==> src/hdl/bssa_pkg.sv <==
package bssa_pkg;

  localparam int unsigned POOL_SLOTS_DEF = 64;
  localparam int unsigned MASK_W = 64;
  localparam int unsigned SLOT_W = 6;
  localparam int unsigned LEN_W = 20;
  localparam int unsigned WAIT_W = 16;
  localparam int unsigned SUM_W = 27;
  localparam int unsigned CNT_W = 7;
  localparam int unsigned DVD_W = SUM_W + 2;
  localparam int unsigned DIV_STEPS_W = 5;
  localparam int unsigned CFG_IDX_W = 2;
  localparam int unsigned IN_DATA_W = 72;
  localparam int unsigned OUT_DATA_W = 200;

  localparam logic [SUM_W-1:0] SUM_MAX = '1;
  localparam logic [LEN_W-1:0] CNT_MAX = '1;
  localparam logic [WAIT_W-1:0] WAIT_MAX = '1;
  localparam logic [SUM_W-1:0] TARGET_RST = SUM_W'(6400000);
  localparam logic [CNT_W-1:0] BATCH_RST = CNT_W'(64);
  localparam logic [WAIT_W-1:0] AGE_RST = WAIT_W'(2);

  typedef enum logic [CFG_IDX_W-1:0] {
    CFG_TARGET = 2'd0,
    CFG_BATCH  = 2'd1,
    CFG_AGE    = 2'd2,
    CFG_NONE   = 2'd3
  } cfg_idx_e;

  typedef enum logic {
    KIND_LOAD  = 1'b0,
    KIND_ROUND = 1'b1
  } kind_e;

  typedef struct packed {
    logic load;
    logic init;
    logic div_go;
    logic sweep_go;
    logic upd;
    logic pick;
    logic dev;
    logic emit;
  } cmd_t;

  typedef struct packed {
    logic loop_ok;
    logic div_busy;
    logic sweep_done;
    logic sel_any;
    logic out_free;
  } sts_t;

endpackage

==> src/hdl/bssa_ctrl.sv <==
module bssa_ctrl
  import bssa_pkg::*;
(
  input  logic clk_i,
  input  logic rst_ni,
  input  logic in_valid_i,
  input  logic in_kind_i,
  output logic in_ready_o,
  input  sts_t sts_i,
  output cmd_t cmd_o
);

  typedef enum logic [2:0] {
    S_IDLE, S_CHECK, S_DIV, S_SCAN, S_PICK, S_UPD, S_DEV, S_FIN
  } state_e;

  state_e state_q, state_d;

  assign in_ready_o = (state_q == S_IDLE);

  always_comb begin
    state_d = state_q;
    cmd_o = '0;
    case (state_q)
      S_IDLE: begin
        if (in_valid_i) begin
          if (in_kind_i == KIND_LOAD) begin
            cmd_o.load = 1'b1;
            state_d = S_FIN;
          end else begin
            cmd_o.init = 1'b1;
            state_d = S_CHECK;
          end
        end
      end
      S_CHECK: begin
        if (sts_i.loop_ok) begin
          cmd_o.div_go = 1'b1;
          state_d = S_DIV;
        end else begin
          cmd_o.sweep_go = 1'b1;
          state_d = S_UPD;
        end
      end
      S_DIV: begin
        if (!sts_i.div_busy) begin
          cmd_o.sweep_go = 1'b1;
          state_d = S_SCAN;
        end
      end
      S_SCAN: begin
        if (sts_i.sweep_done) state_d = S_PICK;
      end
      S_PICK: begin
        if (sts_i.sel_any) begin
          cmd_o.pick = 1'b1;
          state_d = S_CHECK;
        end else begin
          cmd_o.sweep_go = 1'b1;
          state_d = S_UPD;
        end
      end
      S_UPD: begin
        cmd_o.upd = 1'b1;
        if (sts_i.sweep_done) state_d = S_DEV;
      end
      S_DEV: begin
        cmd_o.dev = 1'b1;
        state_d = S_FIN;
      end
      S_FIN: begin
        if (sts_i.out_free) begin
          cmd_o.emit = 1'b1;
          state_d = S_IDLE;
        end
      end
      default: state_d = S_IDLE;
    endcase
  end

  always_ff @(posedge clk_i or negedge rst_ni) begin
    if (!rst_ni) begin
      state_q <= S_IDLE;
    end else begin
      state_q <= state_d;
    end
  end

endmodule

==> config.mk <==
export PLATFORM = sky130hd
export DESIGN_NAME = bssa_ctrl
export DESIGN_NICKNAME = d
export VERILOG_FILES = /design/src/hdl/bssa_pkg.sv /design/src/hdl/bssa_ctrl.sv
export SDC_FILE = /design/constraint.sdc
export NUM_CORES = 1
export LEC_CHECK = 0
export BUFFER_PORTS_ARGS = -buffer_cell sky130_fd_sc_hd__clkbuf_2
export CAP_MARGIN = 20
export CORE_AREA = 2 2 39 41
export CTS_BUF_LIST = sky130_fd_sc_hd__clkbuf_2
export CTS_CLUSTER_DIAMETER = 200
export DETAILED_ROUTE_END_ITERATION = 10
export DIE_AREA = 0 0 41 43
export HOLD_SLACK_MARGIN = 0.15
export PLACE_DENSITY = 0.63
export SETUP_SLACK_MARGIN = 0.2
export SLEW_MARGIN = 20
export SYNTH_ARGS = -nofsm -noshare
export SYNTH_HDL_FRONTEND = slang
export SYNTH_SLANG_ARGS = --single-unit
export TNS_END_PERCENT = 100
==> constraint.sdc <==
create_clock -name clk_i -period 1.1 [get_ports clk_i]
set_input_delay 0.055 -clock clk_i [delete_from_list [all_inputs] [get_ports clk_i]]
set_output_delay 0.055 -clock clk_i [all_outputs]
set_load 0.02 [all_outputs]
; Word level (Yosys, flattened, before mapping)
; Index checks and enable logic that the tools add are counted.
[op_classes]
eq_ne = 12
muxes = 25
reduce_logical = 2
[ops]
columns = op, count
row1 = two-way mux 3 bit, 8
row2 = case mux 3 bit (8 select lines), 1
row3 = two-way mux 1 bit, 13
row4 = "== test 3 bit, second input constant", 4
row5 = "!= test 2 bit, second input constant", 5
row6 = "== test 3 x 2 -> 1 bit, second input constant", 2
row7 = AND reduction 5 bit, 1
row8 = two-way mux 2 bit, 2
row9 = "== test 3 x 1 -> 1 bit, second input constant", 1
row10 = zero test 3 bit, 1
row11 = case mux 1 bit (3 select lines), 1
[totals]
ff_bits = 3
out_inout_bits = 9
word_cells = 40

; Logic depth before layout (Yosys ltp)
[logic_depth]
ltp_word = 3
ltp_mapped = 5
mapped_depth_nobuf = 4

; Worst setup path after synthesis
; OpenSTA, ideal clock, no wires.
[synth_path]
path_kind = reg2out
start = register state_q[0]
end = output cmd_o[4] in the netlist's numbering
arrival_time_ns = 1.342
required_time_ns = 1.045
slack_ns = -0.297
stages_incl_launch_ff = 5
path_buffers = 2
path_cell_list = dfrtp_1 -> buf_6 -> buf_6 -> or3_1 -> a21oi_1
[synth_rtl]
columns = item, line
row1 = start: declaration, bssa_ctrl.sv:17  ; state_e state_q, state_d;
row2 = start signal: assignment, bssa_ctrl.sv:85  ; state_q <= state_d;
row3 = end: declaration, bssa_ctrl.sv:10  ; output cmd_t cmd_o

==> implementation parameters <==
Parameter                              Value

Power and ir drop
  Clock Power Share ... 5.8%
  Maximum ir drop on the vdd rail ... 0.00173 V
  P_leak ... 0.440 nW
  Share of total power in sequential cells ... 9.2%
  Switching power total ... 1.26 mW
  Cell-internal power ... 1.69 mW
  Power per cell area ... 3180 nW/µm²
  Logic gate share of total power ... 85.0%
  Sw Ratio ... 42.6%

Global routing
  GRT Residual Overflow ... 0
  Global router's overall resource usage ... 17.6%
  Pin count of the biggest net entering global routing ... 12
  Initial antenna violation count ... 0
  Via count of the first global-routing pass ... 514
  Wire length of the first global-routing pass ... 2100 µm

Worst setup path
  Register-to-Register Setup Slack ... -0.36 ns
  Critical path cell sequence ... buf_12, or3_4, a21oi_4, buf_8
  Cell count along the critical path ... 4
  Termination of the worst setup path ... cmd_o[4]
  Terminus of the critical flop-to-flop path ... state_q[0]$_DFFE_PN0P_
  Highest fanout seen on the critical path ... 6
  Cells on worst reg2reg path ... 5
  Kind of start point of the critical path ... register
  Critical Path Sink Type ... output port
  Max stage delay on crit path ... 0.46 ns
  Buffers & Inverters on Critical Path ... 2
  Arrival time at the worst endpoint ... 1.48 ns
  Type of the setup path with the least slack ... reg2out
  WP data required ... 1.04 ns
  Cell at the slowest stage of the critical path ... sky130_fd_sc_hd__dfrtp_2
  Critical Path Source ... state_q[2]$_DFFE_PN0P_
  Critical path's top delay family ... flip-flops
  Critical register-to-register path startpoint ... state_q[0]$_DFFE_PN0P_

Hold path
  Hold Crit Class ... in2async

CTS
  Number of sinks handled by clock tree synthesis ... 3
  Clock Latency Late Sink ... 0.23 ns
  Clock-pin slew of the registers on the worst-case setup and hold paths ... 0.05 ns
  Depth of the CTS H-tree ... 1
  Clock buffer count from CTS ... 3
  Cell at the root of the clock tree ... sky130_fd_sc_hd__clkbuf_2
  Buffer levels on the longest clock path ... 2
  TritonCTS clock tree ... yes

Placement
  Count of placed standard cells including taps ... 94
  Post-detailed-placement half-perimeter wirelength ... 923 µm
  Gp weighted congestion ... 0.802
  Buffers on Ports ... 17

Synthesis
  Register bit total from synthesis ... 3
  Leading register cell type out of synthesis ... sky130_fd_sc_hd__dfrtp_1
  Post-synthesis cell type count ... 26
  Number of enable-type register cells in the synthesized netlist ... 0
  Share of synthesized flip-flops with an asynchronous set or reset ... 100%
  Share of Yosys cell area claimed by the top area cell type ... 19.7%
  Post-synth net total ... 57
  Synthesized area per cell ... 7.92 µm²
  Ranking of synthesized cells by area ... sky130_fd_sc_hd__dfrtp_1 20%, sky130_fd_sc_hd__nor2_1 6.9%, sky130_fd_sc_hd__a21oi_1 6.6%, sky130_fd_sc_hd__buf_6 5.9%, sky130_fd_sc_hd__and3_1 4.9%
  Post-synthesis sequential area ratio ... 19.7%
  Cell type with the highest aggregate area in the netlist ... sky130_fd_sc_hd__dfrtp_1
  Synth Cell Area ... 380 µm²
  Synthesis Warnings ... 0
  Instance count of the mapped netlist ... 48

Detailed routing
  DRT antenna net count ... 0
  Routed metal-1 wire length ... 636 µm
  Top layer used by detailed routing ... met4
  Detailed-route vias per instance ... 5.01
  Wire length on met3 ... 45 µm
  Wirelength per Cell ... 14.6 µm
  Wirelength, routed ... 1620 µm
  Initial detailed-routing violation count ... 5
  Via count ... 556
  Post-detailed-route DRC marker count ... 0
  WL met2 ... 900 µm
  Number of search-and-repair iterations in the first detailed-routing pass ... 4

Timing
  Summed negative setup slack over all endpoints ... -3.62 ns
  Clock tree skew after final layout ... 0.00740 ns
  Unrepaired setup endpoints after global routing ... true
  Number of max-slew violations in the final report ... 0
  Worst max-slew margin expressed relative to the limit ... 80.8%
  Slew of the pin with the lowest slew margin ... 0.287 ns
  Time the final worst path needs with I/O delays and setup ... 1.53 ns
  Final count of hold timing violations ... 0
  Worst Slack Setup Final ... -0.435 ns
  Final Setup Violations ... 12
  Crit share post-route ... 140%
  Maximum achievable frequency ... 0.652 GHz

Layout
  Total inserted antenna cells ... 0
  Number of flip-flops in the largest register ... 3
  Relative area change from synthesis to final layout ... 144%
  Final non-filler cell total ... 111
  Final Net Count ... 105
  Share of cells above drive strength 1 ... 77.9%
  Top Registers ... state_q x3
  Filler cells ... 94
  Register bank with the most flops ... state_q

Outcome
  Status ... finished with violations
  Failing checks ... setup timing

Floorplanning
  Die X ... 41 µm
  Starting utilization of the core area ... 27.5%
  Floorplan Core Area ... 1380 µm²
  I/O pin count ... 18
  Die height ... 43 µm
  Placement Rows ... 14
  Total die area ... 1760 µm²

Run
  Max-cap violation count ... 0
==> cell usage after synthesis (2+ instances only) <==
| master | count |
|---|---|
| sky130_fd_sc_hd__nor2_1 | 7 |
| sky130_fd_sc_hd__dfrtp_1 | 3 |
| sky130_fd_sc_hd__buf_6 | 2 |
| sky130_fd_sc_hd__nor3_1 | 3 |
| sky130_fd_sc_hd__inv_1 | 2 |
| sky130_fd_sc_hd__a21oi_1 | 5 |
| sky130_fd_sc_hd__nand2_1 | 2 |
| sky130_fd_sc_hd__nand2b_1 | 3 |
| sky130_fd_sc_hd__or3_1 | 2 |
| sky130_fd_sc_hd__and3_1 | 3 |
==> timing repair <==
action	CTS	global route
endpoints found under the hold margin	3	0
gates resized for setup	22	14
setup endpoints to repair	12	12
pin swaps	2	5
buffers inserted	8	4
hold buffers	1	0
==> through the flow <==
stage / worst slack, ns / area [µm²] / util (%) / hold slack [ns] / power (mW)
after floorplan: -0.119 / 447 / - / -0.241 / 1.32
after global placement: -0.241 / 663 / 47.9 / -0.149 / 1.95
after detailed placement: -0.249 / 663 / 47.9 / -0.148 / 1.98
after CTS: -0.424 / 856 / 61.8 / 0.171 / 2.61
after global routing: -0.458 / 928 / 67.1 / 0.196 / 3.08
final: -0.435 / 928 / 67.1 / 0.163 / 2.95
==> power groups by stage <==
stage	clock (mW)	combinational [mW]	sequential (mW)
after floorplan	0	1.08	0.248
after global placement	0	1.67	0.276
after detailed placement	0	1.70	0.276
after CTS	0.158	2.18	0.265
after global routing	0.169	2.64	0.278
final	0.170	2.51	0.272
==> final cells by class <==
cell class | count | area [µm²] | share of cell area [%]
well taps | 16 | 20.0 | 2.16
flip-flops and latches | 3 | 77.6 | 8.36
repair buffers | 47 | 433 | 46.6
multi-input cells | 38 | 367 | 39.5
inverters | 3 | 11.3 | 1.21
clock buffers | 4 | 20.0 | 2.16
==> worst reg2reg max path, stage by stage, from the launching register on <==
cell and delay [ns]:
sky130_fd_sc_hd__dfrtp_1 0.40, sky130_fd_sc_hd__buf_6 0.13, sky130_fd_sc_hd__buf_6 0.12, sky130_fd_sc_hd__o41ai_4 0.36, sky130_fd_sc_hd__a311oi_2 0.10, sky130_fd_sc_hd__a31oi_1 0.25
==> how the worst min path moves through the flow <==
stage	startpoint	end	cells after the start
2_1_floorplan	rst_ni	state_q[0]$_DFFE_PN0P_	0
3_3_place_gp	rst_ni	state_q[0]$_DFFE_PN0P_	1
3_5_place_dp	rst_ni	state_q[2]$_DFFE_PN0P_	1
4_1_cts	rst_ni	state_q[2]$_DFFE_PN0P_	2
5_1_grt	rst_ni	state_q[0]$_DFFE_PN0P_	2
6_report	rst_ni	state_q[2]$_DFFE_PN0P_	2
==> cell families (layout without fill, tap and decap cells) <==
logic type             after synthesis  count (layout)  share of synthesized area, %
AND/OR/NAND/NOR                     24              24                          37.2
AO/OA/AOI/OAI                       14              14                          30.9
buffers and inverters                7              54                          12.2
flip-flops                           3               3                          19.7
==> per-layer routing <==
layer / up-vias / global-route usage (%)
li1: 270 / -
met1: 263 / 20.1
met2: 19 / 29.7
met3: 4 / 3.14
met4: 0 / 8.00
met5: - / 0
==> layout by cell type, fill, tap and decap left out, types with 2 or more instances in the layout <==
master	netlist	routed
sky130_fd_sc_hd__buf_4	1	21
sky130_fd_sc_hd__a21oi_1	5	3
sky130_fd_sc_hd__clkbuf_2	0	12
sky130_fd_sc_hd__buf_12	0	2
sky130_fd_sc_hd__nor2_2	1	4
sky130_fd_sc_hd__buf_8	0	4
sky130_fd_sc_hd__inv_1	2	2
sky130_fd_sc_hd__and3_4	0	2
sky130_fd_sc_hd__clkbuf_8	0	3
sky130_fd_sc_hd__nand2_1	2	2
sky130_fd_sc_hd__dfrtp_2	0	2
sky130_fd_sc_hd__nor2_1	7	2
sky130_fd_sc_hd__nor3_4	0	2
sky130_fd_sc_hd__buf_6	2	7
sky130_fd_sc_hd__nor3_1	3	2
sky130_fd_sc_hd__nor2_4	0	2
sky130_fd_sc_hd__nand2b_4	0	2
Power figures use the tool's default switching activity.
